## src/rtl/cjs_pkg.sv

```systemverilog
// Shared types, widths, register codes and elaboration-time table helpers
// for the CTMC jump site simulator. No dependencies.
package cjs_pkg;

	localparam int NUM_STATES = 4;
	localparam int BASE_W = 2;
	localparam int SAMPLE_W = 16;
	localparam int TIME_W = 40;
	localparam int COUNT_W = 16;
	localparam int ROW_W = 64;
	localparam int HOLD_W = 16;
	localparam int NLN_W = 16;
	localparam int LN_ENTRY_W = 12;
	localparam int WAIT_W = NLN_W + HOLD_W;
	localparam int CFG_IDX_W = 3;
	localparam int LOG_TABLE_BITS_DEF = 8;
	localparam int LN2_Q12 = 2839;

	typedef logic [BASE_W-1:0] base_t;

	localparam base_t BASE_G = 2'd2;
	localparam logic [TIME_W-1:0] TIME_LIMIT_RST = 40'd1048576;

	typedef enum logic [CFG_IDX_W-1:0] {
		CFG_ROW_0,
		CFG_ROW_1,
		CFG_ROW_2,
		CFG_ROW_3,
		CFG_TIME_LIMIT,
		CFG_START_BASE
	} cfg_idx_t;

	// Per-row outcome of one jump, computed ahead for every possible current base.
	typedef struct packed {
		logic [WAIT_W-1:0] wait_time;
		base_t             next_base;
	} row_res_t;

	// Restoring long division, used only while building constant tables.
	function automatic logic [63:0] udiv64(input logic [63:0] num, input logic [63:0] den);
		logic [63:0] q;
		logic [63:0] r;
		q = '0;
		r = '0;
		for (int i = 63; i >= 0; i--) begin
			r = {r[62:0], num[i]};
			if (r >= den) begin
				r = r - den;
				q[i] = 1'b1;
			end
		end
		return q;
	endfunction

	// round(ln(1 + m / 2^bits) * 4096) via 2*atanh(x/(2+x)) in Q30.
	function automatic logic [LN_ENTRY_W-1:0] ln_entry(input int unsigned m,
			input int unsigned bits);
		logic [63:0] x;
		logic [63:0] y;
		logic [63:0] y2;
		logic [63:0] term;
		logic [63:0] sum;
		x = (64'(m) << 30) >> bits;
		y = udiv64(x << 30, (64'd1 << 31) + x);
		y2 = (y * y) >> 30;
		term = y;
		sum = '0;
		for (int n = 1; n < 40; n += 2) begin
			sum = sum + udiv64(term, 64'(n));
			term = (term * y2) >> 30;
		end
		sum = sum << 1;
		return LN_ENTRY_W'((sum + (64'd1 << 17)) >> 18);
	endfunction

endpackage

```

## src/rtl/cjs_row_eval.sv

```systemverilog
// Evaluates one rate-matrix row for a jump: scaled waiting time and next base.
// Depends on cjs_pkg.
module cjs_row_eval #(
	parameter int ROW_ID = 0
) (
	input  logic [cjs_pkg::NLN_W-1:0]    nln,
	input  logic [cjs_pkg::SAMPLE_W-1:0] uc,
	input  logic [cjs_pkg::ROW_W-1:0]    row,
	output cjs_pkg::row_res_t            res
);

	logic [cjs_pkg::HOLD_W-1:0]     hold;
	logic [15:0]                    t1;
	logic [15:0]                    t2;
	logic [15:0]                    t3;
	logic [31:0]                    pick_prod;
	logic [15:0]                    pick;
	logic [1:0]                     slot;

	always_comb begin
		hold = row[15:0];
		t1 = row[31:16];
		t2 = row[47:32];
		t3 = row[63:48];
		pick_prod = uc * t3;
		pick = pick_prod[31:16];
		priority if (pick < t1) begin
			slot = 2'd0;
		end else if (pick < t2) begin
			slot = 2'd1;
		end else begin
			slot = 2'd2;
		end
		res.wait_time = nln * hold;
		// Off-diagonal bases in code order: skip over this row's own base.
		res.next_base = (slot >= cjs_pkg::base_t'(ROW_ID)) ? slot + 2'd1 : slot;
	end

endmodule

```

## config.mk

```make
export PLATFORM = sky130hd
export DESIGN_NAME = cjs_row_eval
export DESIGN_NICKNAME = d
export VERILOG_FILES = /design/src/rtl/cjs_pkg.sv /design/src/rtl/cjs_row_eval.sv
export SDC_FILE = /design/constraint.sdc
export NUM_CORES = 1
export LEC_CHECK = 0
export ABC_AREA = 0
export BUFFER_PORTS_ARGS = -buffer_cell sky130_fd_sc_hd__buf_2
export CAP_MARGIN = 20
export CELL_PAD_IN_SITES_DETAIL_PLACEMENT = 0
export CELL_PAD_IN_SITES_GLOBAL_PLACEMENT = 2
export CORE_UTILIZATION = 25
export DETAILED_ROUTE_END_ITERATION = 6
export GPL_TIMING_DRIVEN = 1
export PLACE_DENSITY_LB_ADDON = 0.1
export SYNTH_ARGS = -nofsm -noshare
export SYNTH_HDL_FRONTEND = slang
export SYNTH_SLANG_ARGS = --single-unit
```

## constraint.sdc

```tcl
create_clock -name vclk -period 24.5
set_input_delay 2.45 -clock vclk [all_inputs]
set_output_delay 2.45 -clock vclk [all_outputs]
set_load 0.01 [all_outputs]
```

# After elaboration in Yosys (flattened, before gate mapping)
# Cells that the tools add are included.
# op_classes
add_sub_neg	1
mul	2
n_lt_le_gt_ge	3
mux	3
# op_table
op	n
16-bit by 16-bit multiplier with 32-bit output	2
16-bit < comparator	2
2-bit 2-to-1 mux	3
2-bit by 1-bit adder with 2-bit output, second input constant	1
2-bit by 1-bit >= comparator with 1-bit output, second input constant	1
# totals
register_bits	0
in_bits	96
output_inout_bits	34
elab_cells	9

# Logic depth before layout (Yosys ltp)
# depth
depth_word	6
ltp_mapped	31
mapped_depth_nobuf	30

# Worst setup path before layout
# Ideal clock, no wire load.
# synth_path
path_kind	input -> output
start	input port row[49] (netlist bit)
end	output port res[0] (netlist bit)
arrival_ns	9.003
required_time_ns	22.050
slack_ns	13.047
path_stages	29
path_buffers	1
path_cell_list	clkbuf_1 nand2_1 fa_1 fa_1 fa_1 inv_1 fa_1 fa_1 inv_1 fa_1 inv_1 ha_1 a21o_1 a21o_1 a221oi_1 o31ai_2 a21oi_1 nor3_1 o211ai_1 nand3b_1 ha_1 a21o_1 a21o_1 a21o_1 a21o_1 a21o_1 a21oi_1 o211ai_1 o2111ai_1
# synth_lines
item	line	source
start, declared	cjs_row_eval.sv:8	input logic [cjs_pkg::ROW_W-1:0] row,
end, declared	cjs_row_eval.sv:9	output cjs_pkg::row_res_t res

==> impl_metrics.json <==
{
  "synth.distinct_cells": 54,
  "synth_area_per_cell_sq_um": 8.62,
  "layout.clock_buffers": 0,
  "final-setup-viol-count": 0,
  "grt_first_pass_wirelength_microns": 84900,
  "setup_total_negative_slack_ps": 0,
  "period_minus_slack_ps": 12210,
  "n_antenna_cell": 0,
  "fillerInstances": 7378,
  "worst_pin_slew_ps": 1140,
  "critical_path_arrival_ps": 9760,
  "max_slew_margin": 0.229,
  "syn-num-nets": 2708,
  "nFlopsAndLatches": 0,
  "drt.antenna.violating_nets": 0,
  "largest_cells_by_area_after_synthesis": "sky130_fd_sc_hd__fa_1 45%, sky130_fd_sc_hd__ha_1 17%, sky130_fd_sc_hd__inv_1 11%",
  "ioPinCount": 130,
  "cts-resized-gates": 0,
  "type_of_the_tightest_min_delay_check": "input port to output pin",
  "chipHeight_microns": 264,
  "cts.repair_timing.setup_buffer_count": 0,
  "remaining_drc_errors": 0,
  "dp_hpwl_microns": 43000,
  "crit_slowest_cell": "sky130_fd_sc_hd__o31ai_2",
  "post-route-period-util": 0.498,
  "areaGrowthSynthToFinish_pct": 8.69,
  "initial_utilization": 0.254,
  "cell_taking_the_most_area_after_synthesis": "sky130_fd_sc_hd__fa_1",
  "max_stage_delay_on_crit_path_ps": 560,
  "worstSetupStartpointType": "input port",
  "worst-endpoint-required_ps": 22050,
  "grtUsageTotal": 0.155,
  "grt_pass1_vias": 14600,
  "most_common_cell_after_layout_fill_and_taps_aside": "sky130_fd_sc_hd__inv_1",
  "fraction_of_post_synthesis_cell_area_in_the_top_cell_type_by_area": 0.452,
  "rsz_0062_raised_after_global_routing": "false",
  "avgViaCountPerCell": 4.36,
  "detail_route.iter0.violations": 366,
  "routabilityCongestion": 0.745,
  "core_sq_um": 67500,
  "maxClockFrequency_ghz": 0.0819,
  "drtPass1Iterations": 4,
  "mostFrequentLayoutCells": "498 x sky130_fd_sc_hd__inv_1, 387 x sky130_fd_sc_hd__fa_1, 328 x sky130_fd_sc_hd__nand2_1, 235 x sky130_fd_sc_hd__ha_1, 202 x sky130_fd_sc_hd__and2_1",
  "die-area_sq_um": 69700,
  "globalRoute.totalOverflow": 0,
  "outcome": "complete, no violations",
  "postCtsHoldBufs": 0,
  "routed_wirelength_microns": 51400,
  "detail_route.wl_per_cell_microns": 17.5,
  "register_area_sq_um": 0,
  "floorplan.rows": 95,
  "final_net_count": 2775,
  "width_of_the_chip_microns": 264,
  "pin_count_of_the_biggest_net_entering_global_routing": 17,
  "timing.setup.critical_path_class": "input port to output pin",
  "placement.io_buffers": 130,
  "cp_max_fo": 16,
  "grt_antenna_before_repair": 1,
  "finalMaxSlewViolations": 0,
  "sequential_share_of_the_synthesized_area": 0,
  "final_hold_violation_count": 0,
  "post_route_cells_drive_above_1_share": 0.0696,
  "via_count": 12800,
  "synth.cell_area_sq_um": 17200,
  "top_cell_by_count_worst_path": "sky130_fd_sc_hd__fa_1",
  "max_cap_viols": 0,
  "synth-warning-count": 0,
  "syn_inst": 1990,
  "timing.critical_path.to_type": "output pin"
}
## layout make-up
type | instances | area, sq um | share of cell area
Inverter | 498 | 1870 | 0.100
Multi-Input combinational cell | 1427 | 15000 | 0.806
Tap cell | 873 | 1090 | 0.0586
Timing Repair Buffer | 130 | 651 | 0.0349
## Yosys cell counts, drive strengths merged, types with 11 or more instances
master / instances
o21ai: 23
nor3: 14
a21o: 25
nand4: 11
clkbuf: 64
xor2: 14
ha: 235
nor2: 27
a21oi: 41
inv: 498
nand2: 328
xnor2: 23
fa: 387
and2: 202
## worst paths after layout
kind | startpoint | slack, ps | depth (start not counted) | end
setup / recovery | uc[7] | 12290 | 30 | res[0]
hold / removal | row[16] | 5420 | 5 | res[1]
## per-stage QoR
stage | instance area (sq um) | hold WS, ps | std cells | worst slack (ps) | utilization
floorplan | 17200 | 5040 | 1990 | 13050 | -
global placement | 18600 | 5440 | 2928 | 12220 | 0.276
detailed placement | 18600 | 5430 | 2928 | 12180 | 0.276
CTS | 18600 | 5430 | 2928 | 12130 | 0.276
global route | 18600 | 5490 | 2928 | 11720 | 0.276
finish | 18600 | 5420 | 2928 | 12290 | 0.276
## worst max-delay path, delay by kind of cell
kind / cells / cell delay, ps
adders and majority gates: 8 / 3550
AOI/OAI and AO/OA: 9 / 1980
and+or+nand+nor: 6 / 1020
buffers and inverters: 7 / 760
## kinds of logic after synthesis
kind of cell               after synthesis  synth area share
AOI/OAI and AO/OA                      150            0.0610
buffers and inverters                  563             0.124
xor gates and xnor gates                37            0.0189
adders and majority gates              622             0.623
and+or+nand+nor                        618             0.174
## layer usage
metal	part of all wire	global-route usage	wire (microns)
met1	0.51	0.229	26100
met2	0.47	0.260	24000
met3	0.020	0.00886	1010
met4	0.0049	0.00676	250
met5	0.00033	0	17
Power is not shown: default switching activity piles up to over one toggle a cycle in this logic, so the estimate is an artifact.
