**src/rtl/cjs_pkg.sv**
```systemverilog
// Shared types, widths, register codes and elaboration-time table helpers
// for the CTMC jump site simulator. No dependencies.
package cjs_pkg;

	localparam int NUM_STATES = 4;
	localparam int BASE_W = 2;
	localparam int SAMPLE_W = 16;
	localparam int TIME_W = 40;
	localparam int COUNT_W = 16;
	localparam int ROW_W = 64;
	localparam int HOLD_W = 16;
	localparam int NLN_W = 16;
	localparam int LN_ENTRY_W = 12;
	localparam int WAIT_W = NLN_W + HOLD_W;
	localparam int CFG_IDX_W = 3;
	localparam int LOG_TABLE_BITS_DEF = 8;
	localparam int LN2_Q12 = 2839;

	typedef logic [BASE_W-1:0] base_t;

	localparam base_t BASE_G = 2'd2;
	localparam logic [TIME_W-1:0] TIME_LIMIT_RST = 40'd1048576;

	typedef enum logic [CFG_IDX_W-1:0] {
		CFG_ROW_0,
		CFG_ROW_1,
		CFG_ROW_2,
		CFG_ROW_3,
		CFG_TIME_LIMIT,
		CFG_START_BASE
	} cfg_idx_t;

	// Per-row outcome of one jump, computed ahead for every possible current base.
	typedef struct packed {
		logic [WAIT_W-1:0] wait_time;
		base_t             next_base;
	} row_res_t;

	// Restoring long division, used only while building constant tables.
	function automatic logic [63:0] udiv64(input logic [63:0] num, input logic [63:0] den);
		logic [63:0] q;
		logic [63:0] r;
		q = '0;
		r = '0;
		for (int i = 63; i >= 0; i--) begin
			r = {r[62:0], num[i]};
			if (r >= den) begin
				r = r - den;
				q[i] = 1'b1;
			end
		end
		return q;
	endfunction

	// round(ln(1 + m / 2^bits) * 4096) via 2*atanh(x/(2+x)) in Q30.
	function automatic logic [LN_ENTRY_W-1:0] ln_entry(input int unsigned m,
			input int unsigned bits);
		logic [63:0] x;
		logic [63:0] y;
		logic [63:0] y2;
		logic [63:0] term;
		logic [63:0] sum;
		x = (64'(m) << 30) >> bits;
		y = udiv64(x << 30, (64'd1 << 31) + x);
		y2 = (y * y) >> 30;
		term = y;
		sum = '0;
		for (int n = 1; n < 40; n += 2) begin
			sum = sum + udiv64(term, 64'(n));
			term = (term * y2) >> 30;
		end
		sum = sum << 1;
		return LN_ENTRY_W'((sum + (64'd1 << 17)) >> 18);
	endfunction

endpackage

```
**src/rtl/cjs_site_state.sv**
```systemverilog
// Site state (base, clock, jump count) and the result register.
// Depends on cjs_pkg.
module cjs_site_state (
	input  logic                         clk,
	input  logic                         arst_n,
	input  logic                         step,
	input  cjs_pkg::row_res_t            res [cjs_pkg::NUM_STATES],
	input  logic [cjs_pkg::TIME_W-1:0]   time_limit,
	input  cjs_pkg::base_t               start_base,
	output cjs_pkg::base_t               new_base,
	output logic [cjs_pkg::TIME_W-1:0]   elapsed_time,
	output logic                         site_done,
	output cjs_pkg::base_t               end_base,
	output logic [cjs_pkg::COUNT_W-1:0]  jump_index
);

	cjs_pkg::base_t              cur_q;
	logic [cjs_pkg::TIME_W-1:0]  clock_q;
	logic [cjs_pkg::COUNT_W-1:0] cnt_q;

	cjs_pkg::row_res_t           sel;
	logic [cjs_pkg::TIME_W:0]    sum;
	logic [cjs_pkg::TIME_W-1:0]  clock_n;
	logic [cjs_pkg::COUNT_W-1:0] cnt_n;
	logic                        done;

	always_comb begin
		sel = res[cur_q];
		sum = {1'b0, clock_q} + (cjs_pkg::TIME_W + 1)'(sel.wait_time);
		clock_n = sum[cjs_pkg::TIME_W] ? '1 : sum[cjs_pkg::TIME_W-1:0];
		cnt_n = (cnt_q != '1) ? cnt_q + 1'b1 : cnt_q;
		done = (clock_n >= time_limit);
	end

	always_ff @(posedge clk or negedge arst_n) begin
		if (!arst_n) begin
			cur_q <= cjs_pkg::BASE_G;
			clock_q <= '0;
			cnt_q <= '0;
		end else if (step) begin
			if (done) begin
				cur_q <= start_base;
				clock_q <= '0;
				cnt_q <= '0;
			end else begin
				cur_q <= sel.next_base;
				clock_q <= clock_n;
				cnt_q <= cnt_n;
			end
		end
	end

	always_ff @(posedge clk) begin
		if (step) begin
			new_base <= sel.next_base;
			elapsed_time <= clock_n;
			site_done <= done;
			end_base <= done ? cur_q : '0;
			jump_index <= cnt_n;
		end
	end

endmodule

```
**config.mk**
```make
export PLATFORM = sky130hd
export DESIGN_NAME = cjs_site_state
export DESIGN_NICKNAME = d
export VERILOG_FILES = /design/src/rtl/cjs_pkg.sv /design/src/rtl/cjs_site_state.sv
export SDC_FILE = /design/constraint.sdc
export NUM_CORES = 1
export LEC_CHECK = 0
export CORE_ASPECT_RATIO = 2
export CORE_MARGIN = 2
export CORE_UTILIZATION = 60
export CTS_CLUSTER_SIZE = 12
export DETAILED_ROUTE_END_ITERATION = 7
export DONT_BUFFER_PORTS = 1
export MAX_ROUTING_LAYER = met4
export PLACE_DENSITY = 0.81
export SLEW_MARGIN = 10
export SYNTH_ARGS = -nofsm -noshare
export SYNTH_HDL_FRONTEND = slang
export SYNTH_SLANG_ARGS = --single-unit
```
**constraint.sdc**
```tcl
create_clock -name clk -period 6.9 [get_ports clk]
set_input_delay 0.345 -clock clk [delete_from_list [all_inputs] [get_ports clk]]
set_output_delay 0.345 -clock clk [all_outputs]
set_load 0.005 [all_outputs]
```
# Word-level counts from Yosys, hierarchy flattened
# Cells that the tools add are included.
# Widths: inputs -> output; s select.
[op_classes] add_sub_neg=2 mul=0 n_div=0 magnitude_cmp=2 eq_ne=1 n_shift=0 muxes=8 bitwise_logic=1 reduce_logical=0
[ops] cell="$mux 40" n=2
[ops] cell="$bmux 34 s2" n=1
[ops] cell="$mux 34" n=2
[ops] cell="$add 40x32->41" n=1
[ops] cell="$ge 40x40->1" n=1
[ops] cell="$mux 16" n=2
[ops] cell="$add 16x1->16 const B" n=1
[ops] cell="$ne 16x16->1 const B" n=1
[ops] cell="$ge 3x3->1 const B" n=1
[ops] cell="$not 2->3" n=1
[ops] cell="$mux 2" n=1
[word_totals] register_bits=119 latch_bits=0 ramBits=0 rom_bits=0 out_inout_bits=61 elab_cells=22 memories=0

# Logic depth before layout (Yosys ltp)
[logic_depth] depth_word=8 ltp_mapped=25

# Worst setup path after synthesis
# Ideal clock, no wire load.
[synth_timing] kind="reg2reg" startpoint="register cur_q[0]" endpoint="register cnt_q[11] (netlist name)" setup_time_ns=0.122 arrival_time_ns=5.588 required_ns=6.778 slack_ns=1.190 stages_incl_launch_ff=24 n_path_buf=6 cell_sequence="dfrtp_1 -> clkbuf_1 -> buf_1 -> mux4_2 -> ha_1 -> a21o_1 -> o21bai_1 -> a21oi_1 -> o311ai_1 -> o21bai_1 -> buf_2 -> buf_2 -> buf_2 -> nand2_1 -> ha_1 -> nand4_1 -> or3_1 -> nor3_1 -> a21oi_1 -> o21a_1 -> inv_2 -> clkbuf_1 -> o21ai_0 -> o2bb2ai_1"
[synth_via] elab_chain_len=8
[synth_lines] element="from (decl)" line="cjs_site_state.sv:17" source="cjs_pkg::base_t cur_q;"
[synth_lines] element="from (signal assigned)" line="cjs_site_state.sv:37" source="cur_q <= cjs_pkg::BASE_G;"
[synth_lines] element="from (signal assigned)" line="cjs_site_state.sv:42" source="cur_q <= start_base;"
[synth_lines] element="from (signal assigned)" line="cjs_site_state.sv:46" source="cur_q <= sel.next_base;"
[synth_lines] element="$not 2->3 (implied by the code)" line="cjs_site_state.sv:28" source="sel = res[cur_q];"
[synth_lines] element="$bmux 34 s2" line="cjs_site_state.sv:28"
[synth_lines] element="$mux 34 (implied by the code) (2 in a row)" line="cjs_site_state.sv:28"
[synth_lines] element="$add 40x32->41" line="cjs_site_state.sv:29" source="sum = {1'b0, clock_q} + (cjs_pkg::TIME_W + 1)'(sel.wait_time);"
[synth_lines] element="$mux 40" line="cjs_site_state.sv:30" source="clock_n = sum[cjs_pkg::TIME_W] ? '1 : sum[cjs_pkg::TIME_W-1:0];"
[synth_lines] element="net clock_n, one bit" line="cjs_site_state.sv:23" source="logic [cjs_pkg::TIME_W-1:0] clock_n;"
[synth_lines] element="$ge 40x40->1" line="cjs_site_state.sv:32" source="done = (clock_n >= time_limit);"
[synth_lines] element="net done" line="cjs_site_state.sv:25" source="logic done;"
[synth_lines] element="$mux 16" line="cjs_site_state.sv:41" source="if (done) begin"
[synth_lines] element="to (signal assigned)" line="cjs_site_state.sv:48" source="cnt_q <= cnt_n;"
[synth_lines] element="to (decl)" line="cjs_site_state.sv:19" source="logic [cjs_pkg::COUNT_W-1:0] cnt_q;"
# The timed path passes the listed nets, and every way through them passes these cells. The select of a mux whose other input is x is not followed.
# A chain may end at the register's enable or synchronous reset.

# Worst setup path after layout
[layout_timing] startpoint="register cur_q[1]" endpoint="register clock_q[33] (netlist name)"
[layout_via] elab_chain_len=8
[layout_lines] element="$not 2->3 (implied by the code)" line="cjs_site_state.sv:28"
[layout_lines] element="$bmux 34 s2" line="cjs_site_state.sv:28"
[layout_lines] element="$mux 34 (implied by the code) (2 in a row)" line="cjs_site_state.sv:28"
[layout_lines] element="$add 40x32->41" line="cjs_site_state.sv:29"
[layout_lines] element="$mux 40" line="cjs_site_state.sv:30"
[layout_lines] element="net clock_n, one bit" line="cjs_site_state.sv:23"
[layout_lines] element="$ge 40x40->1" line="cjs_site_state.sv:32"
[layout_lines] element="$mux 40" line="cjs_site_state.sv:41"
[layout_lines] element="to (signal assigned)" line="cjs_site_state.sv:47" source="clock_q <= clock_n;"
[layout_lines] element="to (decl)" line="cjs_site_state.sv:18" source="logic [cjs_pkg::TIME_W-1:0] clock_q;"
# The timed path passes the listed nets, and every way through them passes these cells. The select of a mux whose other input is x is not followed.

==> flow_summary.yaml <==
timing:
  hold_viol_final: 0
  fin_crit_sh_pct: 92.68
  max_freq_mhz: 156.4
  finalSetupTns_ns: 0
  worst_slew_pin_slew_ns: 1.055
  min_period_ns: 6.395
  rsz0062_at_grt: "false"
  maxSlewHeadroom_pct: 29.58
  setup-violations-final: 0
  finClkSkew_ns: 0.01132
  slew_viol_final: 0
drt:
  ant_nets: 0
  firstDrtPassIters: 5
  wire_per_inst_um: 22.40
  drt_iter0_drc: 399
  wirelength_um: 23470
  vias_per_cell: 6.598
  drc: 0
  vias: 6915
power_and_ir_drop:
  power.switching_mw: 2.801
  ir_drop_uv: 389.7
  clockPowerShare_pct: 15.5
  p_seq_share_pct: 23.7
  p_leak_nw: 4.045
  swShare_pct: 46.58
  p_int_mw: 3.212
  p_per_area_nw_per_um2: 641.5
  pwr-share-comb_pct: 60.8
cts:
  cts_root_buf: "clkbuf_16"
  clock-sinks: 119
  clockBufferDepth: 2
  numCtsBuffers: 17
  worstSkewPairLatency_ns: 0.42
  cts_tree: "yes"
  htreeDepth: 4
  cts_setup_buffers: 0
  clkTransAtPathRegs_ns: 0.06
final_layout:
  final_cell_mix: "nand2_1, ha_1, inv_1"
  multiInputGateArea_um2: 4848
  drive_gt1_share_pct: 12.25
  nNetsFinal: 1099
  fillers: 1074
  final_common_cell: "nand2_1"
  area_delta_synth_final_pct: 9.246
  final_util_pct: 67.11
  seq_area_um2: 3286
worst_setup_path:
  reg2reg_depth: 20
  slowest_delay_ns: 0.76
  worstSetupPathType: "flop to flop"
  worstPathArrival_ns: 6.71
  endpoint_kind: "flop"
  crit_buf_inv: 2
  path_cells: "mux4_2, ha_1, fa_1, a211oi_1, o211ai_1, a211oi_2, nor4_2, o21bai_2, buf_4, nand2_1, ha_1, a21oi_1, o21ai_0, a2111oi_0, o21ai_0, a21oi_1, o21a_1, buf_4, nor2_1, a311oi_1"
  crit_slowest_cell: "dfstp_2"
  start_kind: "flop"
  required_ns: 7.21
  cp_num_cells: 20
  critPathMaxFanout: 31
  crit_family: "compound AO/OA/AOI/OAI gates"
synthesis:
  synth_area_per_cell_um2: 10.06
  postSynthCellCount: 853
  ys_types: 76
  synth_edf_count: 61
  synth_nets: 1108
  yosysWarnings: 0
  ys.flop_type: "edfxtp_1"
  yosys-top-cells-area: "edfxtp_1, dfrtp_1, ha_1"
  synth_area_um2: 8579
  ys_ff_latch: 119
  synthArstFlopShare_pct: 48.74
  synth_top_area_share_pct: 21.35
  synth_top_area_cell: "edfxtp_1"
  ys_seq_area_share_pct: 38.28
hold_path:
  worstHoldPathCells: 0
  min_path_type: "input pin to flop"
floorplan:
  dieArea_um2: 15330
  die_h_um: 173.1
  die_x_um: 88.56
  io-pin-count: 242
  coreArea_um2: 13970
  rows: 61
  start_util_pct: 61.43
global_routing:
  grt_pass1_vias: 7306
  grt_antenna_before_repair: 2
  grtUsageTotal_pct: 32.52
  grt_pass1_wl_um: 36690
  grt_max_degree: 140
  gr-total-overflow: 0
placed_design:
  gp_congestion: 1.003
  numPortBuffers: 0
  place_hpwl_um: 17650
job:
  cap_violations: 0
status:
  outcome: "completed"
metrics by stage:
stage          worst slack (ns)  instance area, um2  power, mW  hold slack, ns  cells
4_1_cts                  0.4846                9364      5.983         0.01908   1046
3_5_place_dp             0.5365                8713      5.011         0.05227   1012
2_1_floorplan             1.190                8579      4.075         0.04941    853
6_report                 0.5053                9373      6.013         0.04707   1048
3_3_place_gp             0.7429                8713      4.953         0.05262   1012
5_1_grt                 0.09024                9373      6.474         0.03402   1048
cell families (layout without fill, tap and decap cells):
| kind of cell | count (synthesis) | after routing | synth area share [%] |
|---|---|---|---|
| other | 0 | 2 | 0 |
| and+or+nand+nor | 239 | 239 | 13.58 |
| muxes | 38 | 38 | 9.406 |
| AOI/OAI and AO/OA | 239 | 239 | 19.13 |
| adders and majority gates | 74 | 74 | 10.88 |
| DFF | 119 | 119 | 38.28 |
| buffers and inverters | 110 | 114 | 5.250 |
| xor gates and xnor gates | 34 | 34 | 3.471 |
power groups by stage:
stage	logic (mW)	registers, mW	clock network [mW]
final	3.66	1.43	0.931
after CTS	3.62	1.42	0.938
after detailed placement	3.58	1.43	0
after global routing	4.05	1.46	0.964
after global placement	3.52	1.43	0
after floorplan	2.74	1.33	0
final timing paths:
path | from | to | slack (ns)
max reg2reg | cur_q[1] | clock_q[33] | 0.51
min in group asynchronous | arst_n | cnt_q[8] | 0.45
min | step | elapsed_time[24] | 0.05
min reg2reg | clock_q[0] | clock_q[0] | 0.51
max | cur_q[1] | clock_q[33] | 0.51
max in group asynchronous | arst_n | cur_q[1] | 6.12
sequential cells by signal (all words and copies together), names as in the netlist:
name	cells
jump_index	16
clock_q	40
end_base	2
new_base	2
elapsed_time	40
cnt_q	16
site_done	1
cur_q	2
what timing repair did:
item | CTS | global route
hold buffers | 2 | 0
hold endpoints to repair | 58 | 0
gates resized for setup | 0 | 1
endpoints found under the setup margin | 0 | 3
area by class of cell:
type | count | area share (%)
tap | 189 | 2.523
clock buffer | 19 | 4.726
clock inverter | 13 | 1.816
sequential | 119 | 35.06
multi-input combinational | 624 | 51.73
inverter | 72 | 2.883
antenna | 2 | 0.05340
timing repair buffer | 10 | 1.215
metal layers:
layer / up-vias / track usage, % / share of wire [%]
met4: 0 / 20.45 / 6.5
met3: 101 / 5.203 / 4.8
met1: 3311 / 33.91 / 35
met5: - / - / 0
met2: 311 / 55.04 / 54
li1: 3192 / - / -
cells in the mapped netlist, drive strengths merged (4+ instances only):
cell type and n:
nor2 47, o21ai 53, o21a 11, a21oi 63
o2bb2ai 7, o211ai 6, a31o 5, xor2 15
and3 8, ha 73, inv 72, xnor2 19
nand4 21, edfxtp 61, mux4 34, and4 6
a31oi 13, nor2b 4, and2 11, a22o 9
nand3 29, nand2b 5, o31ai 6, nor3 11
a21o 22, nor4 5, clkbuf 17, nand2 81
a211oi 19, buf 21, dfrtp 57
No activity file was read; power rests on OpenSTA's default activity.
